==> src/hw/rtl/agre_pkg.sv <==
// Shared types and constants for the adaptive-gain RTT estimator.
// Holds field widths, register indexes, the controller state type and the
// command/status structs. Depends on nothing.
package agre_pkg;

    localparam int TIME_BITS_DEF = 24;
    localparam int FRAC_BITS_DEF = 16;

    localparam int SAMPLE_W  = 24;
    localparam int OUT_W     = 24;
    localparam int RATIO_W   = 17;
    localparam int CFG_W     = 16;
    localparam int CFG_IDX_W = 1;

    localparam logic [CFG_W-1:0] ALPHA_BASE_RST = 16'd8192;
    localparam logic [CFG_W-1:0] BETA_BASE_RST  = 16'd16384;

    localparam logic CMD_SAMPLE = 1'b0;
    localparam logic CMD_CLEAR  = 1'b1;

    typedef enum logic [CFG_IDX_W-1:0] {
        CFG_ALPHA_BASE = 1'b0,
        CFG_BETA_BASE  = 1'b1
    } cfg_index_t;

    typedef enum logic [3:0] {
        S_IDLE,
        S_PREP,
        S_DIV,
        S_ALPHA,
        S_BETA,
        S_SMUL,
        S_SUPD,
        S_ERR,
        S_VLOAD,
        S_VMUL,
        S_VUPD,
        S_OUT
    } state_t;

    typedef struct packed {
        logic load_in;
        logic op_clear;
        logic op_first;
        logic div_start;
        logic div_step;
        logic calc_alpha;
        logic calc_beta;
        logic mul_load_srtt;
        logic mul_load_var;
        logic mul_step;
        logic srtt_update;
        logic err_calc;
        logic var_update;
        logic commit_sample;
        logic write_out;
    } agre_cmd_t;

    typedef struct packed {
        logic is_clear;
        logic have_sample;
    } agre_status_t;

endpackage

==> src/hw/rtl/agre_if.sv <==
// Valid/ready channel interfaces for the estimator's sample and estimate words.
// Depends on agre_pkg for the payload widths.
interface agre_sample_if;
    logic                           valid;
    logic                           ready;
    logic                           cmd;
    logic [agre_pkg::SAMPLE_W-1:0]  rtt_sample;

    modport source (output valid, cmd, rtt_sample, input ready);
    modport sink   (input valid, cmd, rtt_sample, output ready);
endinterface

interface agre_estimate_if;
    logic                           valid;
    logic                           ready;
    logic [agre_pkg::OUT_W-1:0]     smoothed_rtt;
    logic [agre_pkg::OUT_W-1:0]     rtt_variation;
    logic [agre_pkg::RATIO_W-1:0]   change_ratio;

    modport source (output valid, smoothed_rtt, rtt_variation, change_ratio, input ready);
    modport sink   (input valid, smoothed_rtt, rtt_variation, change_ratio, output ready);
endinterface

==> src/hw/rtl/agre_ctrl.sv <==
// Sequencing state machine of the estimator: steps the datapath through
// divide, gain, multiply and update phases and owns the output valid flag.
// Depends on agre_pkg.
module agre_ctrl #(
    parameter int FRAC_BITS = agre_pkg::FRAC_BITS_DEF
) (
    input  logic                   clk,
    input  logic                   rst_n,
    input  logic                   in_valid,
    output logic                   in_ready,
    output logic                   out_valid,
    input  logic                   out_ready,
    input  agre_pkg::agre_status_t status,
    output agre_pkg::agre_cmd_t    cmd
);

    localparam int CNT_W = $clog2(FRAC_BITS + 2);

    agre_pkg::state_t   state_reg;
    agre_pkg::state_t   state_next;
    logic [CNT_W-1:0]   cnt_reg;
    logic [CNT_W-1:0]   cnt_next;
    logic               out_valid_reg;
    logic               out_valid_next;

    always_ff @(posedge clk or negedge rst_n)
    begin
        if (!rst_n)
        begin
            state_reg     <= agre_pkg::S_IDLE;
            cnt_reg       <= '0;
            out_valid_reg <= 1'b0;
        end
        else
        begin
            state_reg     <= state_next;
            cnt_reg       <= cnt_next;
            out_valid_reg <= out_valid_next;
        end
    end

    always_comb
    begin
        state_next = state_reg;
        cnt_next   = cnt_reg;
        cmd        = '0;
        in_ready   = 1'b0;

        unique case (state_reg)
            agre_pkg::S_IDLE:
            begin
                in_ready = 1'b1;
                if (in_valid)
                begin
                    cmd.load_in = 1'b1;
                    state_next  = agre_pkg::S_PREP;
                end
            end
            agre_pkg::S_PREP:
            begin
                if (status.is_clear)
                begin
                    cmd.op_clear = 1'b1;
                    state_next   = agre_pkg::S_OUT;
                end
                else if (!status.have_sample)
                begin
                    cmd.op_first = 1'b1;
                    state_next   = agre_pkg::S_OUT;
                end
                else
                begin
                    cmd.div_start = 1'b1;
                    cnt_next      = '0;
                    state_next    = agre_pkg::S_DIV;
                end
            end
            agre_pkg::S_DIV:
            begin
                cmd.div_step = 1'b1;
                if (cnt_reg == CNT_W'(FRAC_BITS - 1))
                begin
                    cnt_next   = '0;
                    state_next = agre_pkg::S_ALPHA;
                end
                else
                begin
                    cnt_next = cnt_reg + 1'b1;
                end
            end
            agre_pkg::S_ALPHA:
            begin
                cmd.calc_alpha = 1'b1;
                state_next     = agre_pkg::S_BETA;
            end
            agre_pkg::S_BETA:
            begin
                cmd.calc_beta     = 1'b1;
                cmd.mul_load_srtt = 1'b1;
                state_next        = agre_pkg::S_SMUL;
            end
            agre_pkg::S_SMUL:
            begin
                cmd.mul_step = 1'b1;
                if (cnt_reg == CNT_W'(FRAC_BITS))
                begin
                    cnt_next   = '0;
                    state_next = agre_pkg::S_SUPD;
                end
                else
                begin
                    cnt_next = cnt_reg + 1'b1;
                end
            end
            agre_pkg::S_SUPD:
            begin
                cmd.srtt_update = 1'b1;
                state_next      = agre_pkg::S_ERR;
            end
            agre_pkg::S_ERR:
            begin
                cmd.err_calc = 1'b1;
                state_next   = agre_pkg::S_VLOAD;
            end
            agre_pkg::S_VLOAD:
            begin
                cmd.mul_load_var = 1'b1;
                state_next       = agre_pkg::S_VMUL;
            end
            agre_pkg::S_VMUL:
            begin
                cmd.mul_step = 1'b1;
                if (cnt_reg == CNT_W'(FRAC_BITS))
                begin
                    cnt_next   = '0;
                    state_next = agre_pkg::S_VUPD;
                end
                else
                begin
                    cnt_next = cnt_reg + 1'b1;
                end
            end
            agre_pkg::S_VUPD:
            begin
                cmd.var_update = 1'b1;
                state_next     = agre_pkg::S_OUT;
            end
            agre_pkg::S_OUT:
            begin
                // The result register is free once its word has been taken.
                if (!out_valid_reg || out_ready)
                begin
                    cmd.write_out     = 1'b1;
                    cmd.commit_sample = !status.is_clear;
                    state_next        = agre_pkg::S_IDLE;
                end
            end
            default:
            begin
                state_next = agre_pkg::S_IDLE;
            end
        endcase
    end

    always_comb
    begin
        if (cmd.write_out)
        begin
            out_valid_next = 1'b1;
        end
        else if (out_ready)
        begin
            out_valid_next = 1'b0;
        end
        else
        begin
            out_valid_next = out_valid_reg;
        end
    end

    assign out_valid = out_valid_reg;

    a_no_overwrite: assert property (@(posedge clk) disable iff (!rst_n)
        cmd.write_out |-> (!out_valid_reg || out_ready))
        else $error("result register written while its word is still pending");

    a_accept_starts: assert property (@(posedge clk) disable iff (!rst_n)
        (in_valid && in_ready) |=> (state_reg == agre_pkg::S_PREP))
        else $error("accepted word did not start a step");

    a_div_count: assert property (@(posedge clk) disable iff (!rst_n)
        (state_reg == agre_pkg::S_DIV) |-> (cnt_reg < CNT_W'(FRAC_BITS)))
        else $error("divider step count out of range");

    a_valid_from_out: assert property (@(posedge clk) disable iff (!rst_n)
        $rose(out_valid_reg) |-> $past(state_reg == agre_pkg::S_OUT))
        else $error("result valid raised outside the output state");

endmodule

==> src/hw/rtl/agre_dp.sv <==
// Datapath of the estimator: configuration registers, estimator state,
// restoring divider for the change ratio, gain multiplier, shift-add blend
// multiplier and the result register. Depends on agre_pkg.
module agre_dp #(
    parameter int TIME_BITS = agre_pkg::TIME_BITS_DEF,
    parameter int FRAC_BITS = agre_pkg::FRAC_BITS_DEF
) (
    input  logic                            clk,
    input  logic                            rst_n,
    input  logic                            cfg_we,
    input  logic [agre_pkg::CFG_IDX_W-1:0]  cfg_index,
    input  logic [agre_pkg::CFG_W-1:0]      cfg_data,
    input  logic                            in_cmd,
    input  logic [agre_pkg::SAMPLE_W-1:0]   in_sample,
    input  agre_pkg::agre_cmd_t             cmd,
    output agre_pkg::agre_status_t          status,
    output logic [agre_pkg::OUT_W-1:0]      smoothed_rtt,
    output logic [agre_pkg::OUT_W-1:0]      rtt_variation,
    output logic [agre_pkg::RATIO_W-1:0]    change_ratio
);

    localparam int T      = TIME_BITS;
    localparam int F      = FRAC_BITS;
    localparam int ACC_W  = T + F;
    localparam int WIDE_W = (T > agre_pkg::OUT_W) ? T : agre_pkg::OUT_W;
    localparam int Q_SHL  = (F >= 16) ? F - 16 : 0;
    localparam int Q_SHR  = (F < 16) ? 16 - F : 0;
    localparam logic [ACC_W-1:0] ACC_MAX = '1;
    localparam logic [F:0]       ONE_K   = {1'b1, {F{1'b0}}};

    logic [agre_pkg::CFG_W-1:0] alpha_base_reg;
    logic [agre_pkg::CFG_W-1:0] beta_base_reg;
    logic                       clear_reg;
    logic [ACC_W-1:0]           srtt_reg;
    logic [ACC_W-1:0]           var_reg;
    logic [T-1:0]               last_reg;
    logic                       have_reg;

    logic [T-1:0]               t_reg;
    logic [T-1:0]               rem_reg;
    logic [F-1:0]               quot_reg;
    logic                       sat_reg;
    logic                       zero_reg;
    logic [F:0]                 k_reg;
    logic [F:0]                 alpha_reg;
    logic [F:0]                 beta_reg;
    logic [ACC_W-1:0]           err_reg;
    logic [ACC_W-1:0]           mcand_reg;
    logic [F:0]                 mplier_reg;
    logic [ACC_W-1:0]           prod_hi_reg;
    logic                       down_reg;
    logic [agre_pkg::OUT_W-1:0]   srtt_out_reg;
    logic [agre_pkg::OUT_W-1:0]   var_out_reg;
    logic [agre_pkg::RATIO_W-1:0] ratio_out_reg;

    logic [ACC_W-1:0]   t_acc;
    logic [T-1:0]       diff;
    logic [T:0]         rem2;
    logic               rem_ge;
    logic [F:0]         k_eff;
    logic [F-1:0]       alpha_f;
    logic [F-1:0]       beta_f;
    logic [F-1:0]       gm_a;
    logic [F+1:0]       gm_b;
    logic [2*F+1:0]     gm_prod;
    logic [F:0]         gain;
    logic [ACC_W-1:0]   bl_tgt;
    logic [ACC_W-1:0]   bl_old;
    logic               bl_down;
    logic [ACC_W-1:0]   bl_mag;
    logic [ACC_W:0]     mul_sum;
    logic [ACC_W:0]     step_q;
    logic [ACC_W-1:0]   step_amt;
    logic [ACC_W-1:0]   upd_old;
    logic [ACC_W:0]     upd_sum;
    logic [ACC_W-1:0]   upd_new;
    logic [ACC_W-1:0]   err_val;

    function automatic logic [agre_pkg::OUT_W-1:0] out_int(input logic [ACC_W-1:0] acc);
        logic [WIDE_W-1:0] ip;
        ip = WIDE_W'(acc[ACC_W-1:F]);
        if (ip > WIDE_W'({agre_pkg::OUT_W{1'b1}}))
        begin
            return '1;
        end
        return agre_pkg::OUT_W'(ip);
    endfunction

    function automatic logic [agre_pkg::RATIO_W-1:0] ratio_q16(input logic [F:0] k);
        logic [39:0] kx;
        kx = 40'(k);
        if (F >= 16)
        begin
            kx = kx >> (F - 16);
        end
        else
        begin
            kx = kx << (16 - F);
        end
        return agre_pkg::RATIO_W'(kx);
    endfunction

    assign t_acc   = {t_reg, {F{1'b0}}};
    assign diff    = (t_reg >= last_reg) ? t_reg - last_reg : last_reg - t_reg;
    assign rem2    = {rem_reg, 1'b0};
    assign rem_ge  = rem2 >= {1'b0, last_reg};
    assign k_eff   = zero_reg ? '0 : (sat_reg ? ONE_K : {1'b0, quot_reg});

    // Register gains are Q0.16; rescale them to the internal fraction width.
    assign alpha_f = F'((32'(alpha_base_reg) << Q_SHL) >> Q_SHR);
    assign beta_f  = F'((32'(beta_base_reg) << Q_SHL) >> Q_SHR);

    // One multiplier serves both gains, in consecutive cycles.
    assign gm_a    = cmd.calc_alpha ? alpha_f : beta_f;
    assign gm_b    = cmd.calc_alpha ? (F+2)'(ONE_K) + (F+2)'(k_eff)
                                    : (F+2)'(ONE_K) - (F+2)'(k_reg);
    assign gm_prod = (2*F+2)'(gm_a) * (2*F+2)'(gm_b);
    assign gain    = gm_prod[2*F:F];

    assign bl_tgt  = cmd.mul_load_var ? err_reg : t_acc;
    assign bl_old  = cmd.mul_load_var ? var_reg : srtt_reg;
    assign bl_down = bl_tgt < bl_old;
    assign bl_mag  = bl_down ? bl_old - bl_tgt : bl_tgt - bl_old;

    // Shift-add multiply, one multiplier bit per cycle, least significant first.
    assign mul_sum = {1'b0, prod_hi_reg} + (mplier_reg[0] ? {1'b0, mcand_reg} : '0);

    // Product bits above the fraction point, saturated to the accumulator range.
    assign step_q   = {prod_hi_reg, mplier_reg[F]};
    assign step_amt = step_q[ACC_W] ? ACC_MAX : step_q[ACC_W-1:0];

    assign upd_old = cmd.var_update ? var_reg : srtt_reg;
    assign upd_sum = {1'b0, upd_old} + {1'b0, step_amt};

    always_comb
    begin
        if (!down_reg)
        begin
            upd_new = upd_sum[ACC_W] ? ACC_MAX : upd_sum[ACC_W-1:0];
        end
        else if (step_amt > upd_old)
        begin
            upd_new = '0;
        end
        else
        begin
            upd_new = upd_old - step_amt;
        end
    end

    assign err_val = (t_acc >= srtt_reg) ? t_acc - srtt_reg : srtt_reg - t_acc;

    always_ff @(posedge clk or negedge rst_n)
    begin
        if (!rst_n)
        begin
            alpha_base_reg <= agre_pkg::ALPHA_BASE_RST;
            beta_base_reg  <= agre_pkg::BETA_BASE_RST;
            clear_reg      <= 1'b0;
            srtt_reg       <= '0;
            var_reg        <= '0;
            last_reg       <= '0;
            have_reg       <= 1'b0;
        end
        else
        begin
            if (cfg_we)
            begin
                unique case (agre_pkg::cfg_index_t'(cfg_index))
                    agre_pkg::CFG_ALPHA_BASE: alpha_base_reg <= cfg_data;
                    agre_pkg::CFG_BETA_BASE:  beta_base_reg  <= cfg_data;
                    default: ;
                endcase
            end

            if (cmd.load_in)
            begin
                clear_reg <= (in_cmd == agre_pkg::CMD_CLEAR);
            end

            if (cmd.op_clear)
            begin
                srtt_reg <= '0;
                var_reg  <= '0;
                last_reg <= '0;
                have_reg <= 1'b0;
            end
            else if (cmd.op_first)
            begin
                srtt_reg <= t_acc;
                var_reg  <= t_acc >> 1;
            end
            else if (cmd.srtt_update)
            begin
                srtt_reg <= upd_new;
            end
            else if (cmd.var_update)
            begin
                var_reg <= upd_new;
            end

            if (cmd.commit_sample)
            begin
                last_reg <= t_reg;
                have_reg <= 1'b1;
            end
        end
    end

    always_ff @(posedge clk)
    begin
        if (cmd.load_in)
        begin
            t_reg <= T'(in_sample);
        end

        if (cmd.div_start)
        begin
            rem_reg  <= diff;
            quot_reg <= '0;
            sat_reg  <= diff >= last_reg;
            zero_reg <= last_reg == '0;
        end
        else if (cmd.div_step)
        begin
            rem_reg  <= rem_ge ? T'(rem2 - {1'b0, last_reg}) : rem2[T-1:0];
            quot_reg <= {quot_reg[F-2:0], rem_ge};
        end

        if (cmd.op_clear || cmd.op_first)
        begin
            k_reg <= '0;
        end
        else if (cmd.calc_alpha)
        begin
            k_reg <= k_eff;
        end

        if (cmd.calc_alpha)
        begin
            alpha_reg <= gain;
        end
        if (cmd.calc_beta)
        begin
            beta_reg <= gain;
        end

        if (cmd.err_calc)
        begin
            err_reg <= err_val;
        end

        if (cmd.mul_load_srtt || cmd.mul_load_var)
        begin
            mcand_reg   <= bl_mag;
            mplier_reg  <= cmd.mul_load_var ? beta_reg : alpha_reg;
            prod_hi_reg <= '0;
            down_reg    <= bl_down;
        end
        else if (cmd.mul_step)
        begin
            prod_hi_reg <= mul_sum[ACC_W:1];
            mplier_reg  <= {mul_sum[0], mplier_reg[F:1]};
        end

        if (cmd.write_out)
        begin
            srtt_out_reg  <= out_int(srtt_reg);
            var_out_reg   <= out_int(var_reg);
            ratio_out_reg <= ratio_q16(k_reg);
        end
    end

    assign status.is_clear    = clear_reg;
    assign status.have_sample = have_reg;

    assign smoothed_rtt  = srtt_out_reg;
    assign rtt_variation = var_out_reg;
    assign change_ratio  = ratio_out_reg;

endmodule

==> src/hw/rtl/adaptive_gain_rtt_estimator_unit.sv <==
// Adaptive-gain RTT estimator. A sample word passes through the FRAC_BITS-step
// restoring divider for the change ratio and two FRAC_BITS+1 step passes of the
// shared shift-add multiplier; a clear word, and the first sample after reset or
// a clear, skip these and go straight to the output state. One word is in work at
// a time; the next word is taken the cycle after the result register is loaded.
// A result still waiting in the output register holds the step in its last state
// until that word is taken.
// Depends on agre_pkg, agre_if, agre_ctrl and agre_dp.
module adaptive_gain_rtt_estimator_unit #(
    parameter int TIME_BITS = agre_pkg::TIME_BITS_DEF,
    parameter int FRAC_BITS = agre_pkg::FRAC_BITS_DEF
) (
    input  logic                            clk,
    input  logic                            rst_n,
    agre_sample_if.sink                     samples,
    agre_estimate_if.source                 estimates,
    input  logic                            cfg_we,
    input  logic [agre_pkg::CFG_IDX_W-1:0]  cfg_index,
    input  logic [agre_pkg::CFG_W-1:0]      cfg_data
);

    agre_pkg::agre_cmd_t    cmd;
    agre_pkg::agre_status_t status;
    logic                   in_ready;
    logic                   out_valid;

    agre_ctrl #(
        .FRAC_BITS (FRAC_BITS)
    ) u_ctrl (
        .clk       (clk),
        .rst_n     (rst_n),
        .in_valid  (samples.valid),
        .in_ready  (in_ready),
        .out_valid (out_valid),
        .out_ready (estimates.ready),
        .status    (status),
        .cmd       (cmd)
    );

    agre_dp #(
        .TIME_BITS (TIME_BITS),
        .FRAC_BITS (FRAC_BITS)
    ) u_dp (
        .clk           (clk),
        .rst_n         (rst_n),
        .cfg_we        (cfg_we),
        .cfg_index     (cfg_index),
        .cfg_data      (cfg_data),
        .in_cmd        (samples.cmd),
        .in_sample     (samples.rtt_sample),
        .cmd           (cmd),
        .status        (status),
        .smoothed_rtt  (estimates.smoothed_rtt),
        .rtt_variation (estimates.rtt_variation),
        .change_ratio  (estimates.change_ratio)
    );

    assign samples.ready   = in_ready;
    assign estimates.valid = out_valid;

endmodule

==> src/flat_wrapper.sv <==
// flat-port wrapper written by rule: the top's interface ports become plain ports
module adaptive_gain_rtt_estimator_unit_flat 
#(
    parameter int TIME_BITS = agre_pkg::TIME_BITS_DEF,
    parameter int FRAC_BITS = agre_pkg::FRAC_BITS_DEF
)
  (clk, rst_n, cfg_we, cfg_index, cfg_data, samples_valid, samples_cmd, samples_rtt_sample, samples_ready, estimates_valid, estimates_smoothed_rtt, estimates_rtt_variation, estimates_change_ratio, estimates_ready);
  agre_sample_if samples_i ();
  agre_estimate_if estimates_i ();
  input  logic clk;
  input  logic rst_n;
  input  logic cfg_we;
  input  logic [agre_pkg::CFG_IDX_W-1:0] cfg_index;
  input  logic [agre_pkg::CFG_W-1:0] cfg_data;
  input wire logic [$bits(samples_i.valid)-1:0] samples_valid;
  input wire logic [$bits(samples_i.cmd)-1:0] samples_cmd;
  input wire logic [$bits(samples_i.rtt_sample)-1:0] samples_rtt_sample;
  output wire logic [$bits(samples_i.ready)-1:0] samples_ready;
  output wire logic [$bits(estimates_i.valid)-1:0] estimates_valid;
  output wire logic [$bits(estimates_i.smoothed_rtt)-1:0] estimates_smoothed_rtt;
  output wire logic [$bits(estimates_i.rtt_variation)-1:0] estimates_rtt_variation;
  output wire logic [$bits(estimates_i.change_ratio)-1:0] estimates_change_ratio;
  input wire logic [$bits(estimates_i.ready)-1:0] estimates_ready;
  assign samples_i.valid = samples_valid;
  assign samples_i.cmd = samples_cmd;
  assign samples_i.rtt_sample = samples_rtt_sample;
  assign samples_ready = samples_i.ready;
  assign estimates_valid = estimates_i.valid;
  assign estimates_smoothed_rtt = estimates_i.smoothed_rtt;
  assign estimates_rtt_variation = estimates_i.rtt_variation;
  assign estimates_change_ratio = estimates_i.change_ratio;
  assign estimates_i.ready = estimates_ready;
  adaptive_gain_rtt_estimator_unit #(.TIME_BITS(TIME_BITS), .FRAC_BITS(FRAC_BITS)) u_core (.clk(clk), .rst_n(rst_n), .samples(samples_i), .estimates(estimates_i), .cfg_we(cfg_we), .cfg_index(cfg_index), .cfg_data(cfg_data));
endmodule
==> config.mk <==
export PLATFORM = sky130hd
export DESIGN_NAME = adaptive_gain_rtt_estimator_unit_flat
export DESIGN_NICKNAME = d
export VERILOG_FILES = /design/src/hw/rtl/agre_pkg.sv /design/src/hw/rtl/agre_if.sv /design/src/hw/rtl/agre_ctrl.sv /design/src/hw/rtl/agre_dp.sv /design/src/hw/rtl/adaptive_gain_rtt_estimator_unit.sv /design/src/flat_wrapper.sv
export SDC_FILE = /design/constraint.sdc
export NUM_CORES = 2
export LEC_CHECK = 0
export ABC_AREA = 1
export BUFFER_PORTS_ARGS = -buffer_cell sky130_fd_sc_hd__buf_2
export CAP_MARGIN = 15
export CORE_AREA = 2 2 334 336
export CTS_BUF_LIST = sky130_fd_sc_hd__clkbuf_16
export DETAILED_ROUTE_END_ITERATION = 6
export DIE_AREA = 0 0 336 338
export GPL_TIMING_DRIVEN = 0
export PLACE_DENSITY = 0.61
export SKIP_CTS_REPAIR_TIMING = 1
export SYNTH_ARGS = -nofsm -noshare
export SYNTH_HDL_FRONTEND = slang
export SYNTH_SLANG_ARGS = --single-unit
==> constraint.sdc <==
create_clock -name clk -period 8.67 [get_ports clk]
set_input_delay 0.867 -clock clk [delete_from_list [all_inputs] [get_ports clk]]
set_output_delay 0.867 -clock clk [all_outputs]
set_load 0.02 [all_outputs]
==> results.toml <==
[outcome]
status = "complete, no violations"

[logic_synthesis]
yosys-top-cells-area = "nand2_1, edfxtp_1, ha_1"
ys_ff_latch = 468
yosysMostFrequentCell = "nand2_1"
synth.avg_cell_area_um2 = 6.71
yosys_warnings = 0
synthTopCellsByCount = "nand2_1, inv_1, nor2_1"
synth_nets = 8539
async_flop_share = 0.316
yosysTopAreaCell = "nand2_1"
synthCells = 7817
synth_top_area_frac = 0.155
synth.distinct_cells = 68
ys_seq_area_frac = 0.240
syn-cell-area_mm2 = 0.0524
synth-edff-count = 247
ys.flop_type = "edfxtp_1"

[global_route]
grt_busiest_layer = "met2"
use_met1 = 0.468
grt_max_degree = 108
grt_pass1_vias = 50297
grt_pass1_wl_um = 310000
antenna_found_initial = 4
track_usage = 0.363
gr-usage-met2 = 0.604
groute.layer.met3.usage = 0.0410
overflow = 0

[clock_network]
clk_latency_ps = 690
clockRootBuffer = "clkbuf_16"
cts_tree = "yes"
cts_made_buffers = 56
clock_path_buffers = 3
cts_max_level = 2
cts_sinks = 468
clk_pin_slew_ps = 60

[sta]
period_share = 0.937
hold_viol = 0
drv_slew = 0
worst_pin_slew_ps = 1140
min_period_ps = 8120
setup_viol = 0
max-slew-margin-rel = 0.229
rsz0062_at_grt = "false"
timing.fmax_mhz = 123
setup_tns_ps = 0
clock_skew_ps = 38.0
finalHoldWorstSlack_ps = 86.6

[floorplanning]
dieHeight_um = 338
core.rowCount = 122
fp.dieW_um = 336
io_pins = 114
start_util = 0.476
dieArea_mm2 = 0.114
core_mm2 = 0.110

[final_layout]
syn_to_final_growth_pct = 8.47
regArea_mm2 = 0.0126
final_cells = 9534
final_util = 0.517
multi_input_area_mm2 = 0.0335
drive_above_1_share = 0.0570
fillCellCount = 11486
finalNetCount = 8716

[worst_hold_path]
hp-class = "in -> async"

[job]
drv_cap = 0

[critical_path]
crit_arrival_ps = 8550
worst-path-buf-inv = 6
path_cells = "nand2_2 > nor2_4 > buf_6 > buf_2 > nand3_1 > nand2_1 > nand2_1 > fa_1 > fa_1 > fa_1 > inv_1 > fa_1 > fa_1 > inv_1 > fa_1 > inv_1 > ha_1 > nand2_1 > nor2_1 > inv_1 > nor3_1 > nand4_1 > nand2_1 > xor2_1"
r2r-end = "u_core.u_dp.alpha_reg[4]"
slowest_delay_ps = 600
critPathSlowestCell = "nand3_1"
ff2ff_path_depth = 24
critPathMaxFanout = 26
timing.rr.start = "u_core.u_ctrl.state_reg[1]"
cp.required_ps = 9100
worstSetupPathType = "reg -> reg"
critPathMostFrequentCell = "fa_1"
crit_path_start_kind = "register"
endpoint_kind = "register"
r2r_slack_ps = 550
critPathTopFamily = "adder cells"

[drt]
drt_iter0_markers = 4831
dr.pass1.iters = 6
wirelength_um = 208000
wl_per_cell_um = 21.8
viasPerCell = 5.49
vias = 52296
drc_errors = 0
detail-route-antenna-nets = 0

[placed_design]
dp_cells = 9424
port_buffers = 113
dp_hpwl_um = 174000
routabilityCongestion = 1.05
-- cell usage in the layout (no fill, tap or decap), types with 46 or more instances in the layout --
cell	n
a21o_1	46
a21oi_1	485
buf_2	197
clkbuf_1	148
clkbuf_16	57
dfrtp_1	146
dfxtp_1	73
edfxtp_1	247
fa_1	229
ha_1	446
inv_1	1316
inv_2	54
nand2_1	2162
nand3_1	302
nand4_1	56
nor2_1	806
nor3_1	59
o21ai_0	506
o21bai_1	70
xor2_1	181
-- kinds of logic (layout without fill, tap and decap cells) --
group,count (synthesis),after routing,share of synthesized area
flip-flops,468,468,0.240
AND/OR/NAND/NOR,3477,3477,0.267
AO/OA/AOI/OAI,1328,1328,0.140
buffers and inverters,1643,1868,0.121
XOR/XNOR,226,226,0.0378
other,0,4,0
adder cells (fa/ha/maj),675,675,0.194
-- worst max path at each step --
stage                     slack, ps                  startpoint  cells past startpoint                        end
after global placement          300             estimates_ready                      7    u_core.u_dp.last_reg[9]
after CTS                       670  u_core.u_ctrl.state_reg[1]                     27  u_core.u_dp.alpha_reg[16]
after global routing            140        u_core.u_dp.k_reg[0]                     32   u_core.u_dp.beta_reg[16]
after detailed placement        700  u_core.u_ctrl.state_reg[1]                     26  u_core.u_dp.alpha_reg[16]
after floorplan                2180  u_core.u_ctrl.state_reg[1]                     27  u_core.u_dp.alpha_reg[12]
final                           550  u_core.u_ctrl.state_reg[1]                     24   u_core.u_dp.alpha_reg[4]
-- worst register-to-register path, delay by kind of cell (launching register included) --
kind	cells	cell delay [ps]
adder cells (fa/ha/maj)	7	3500
AND/OR/NAND/NOR	10	2570
buffers and inverters	6	980
flip-flops	1	470
XOR/XNOR	1	360
-- through the flow --
stage,worst slack [ps],cell area [um^2]
2_1_floorplan,2180,52400
3_3_place_gp,297,54900
3_5_place_dp,700,55000
4_1_cts,673,56900
5_1_grt,142,56900
6_report,547,56900
-- routing by layer --
layer	vias to the layer above	routed length [um]
li1	24984	-
met1	24777	86100
met2	2091	95200
met3	444	13800
met4	0	12400
met5	-	0
-- layout make-up --
class / count / area share
multi-input cells: 5706 / 0.589
flip-flops and latches: 468 / 0.221
inverters: 1367 / 0.0903
well taps: 1488 / 0.0327
clock buffers: 57 / 0.0251
plain buffers: 276 / 0.0216
repair buffers: 119 / 0.0122
clock inverters: 49 / 0.00757
diodes: 4 / 0.000176
Power is left out: the tool's default activity adds up to more than one toggle a clock period on the data nets, which glitch-free logic cannot reach.
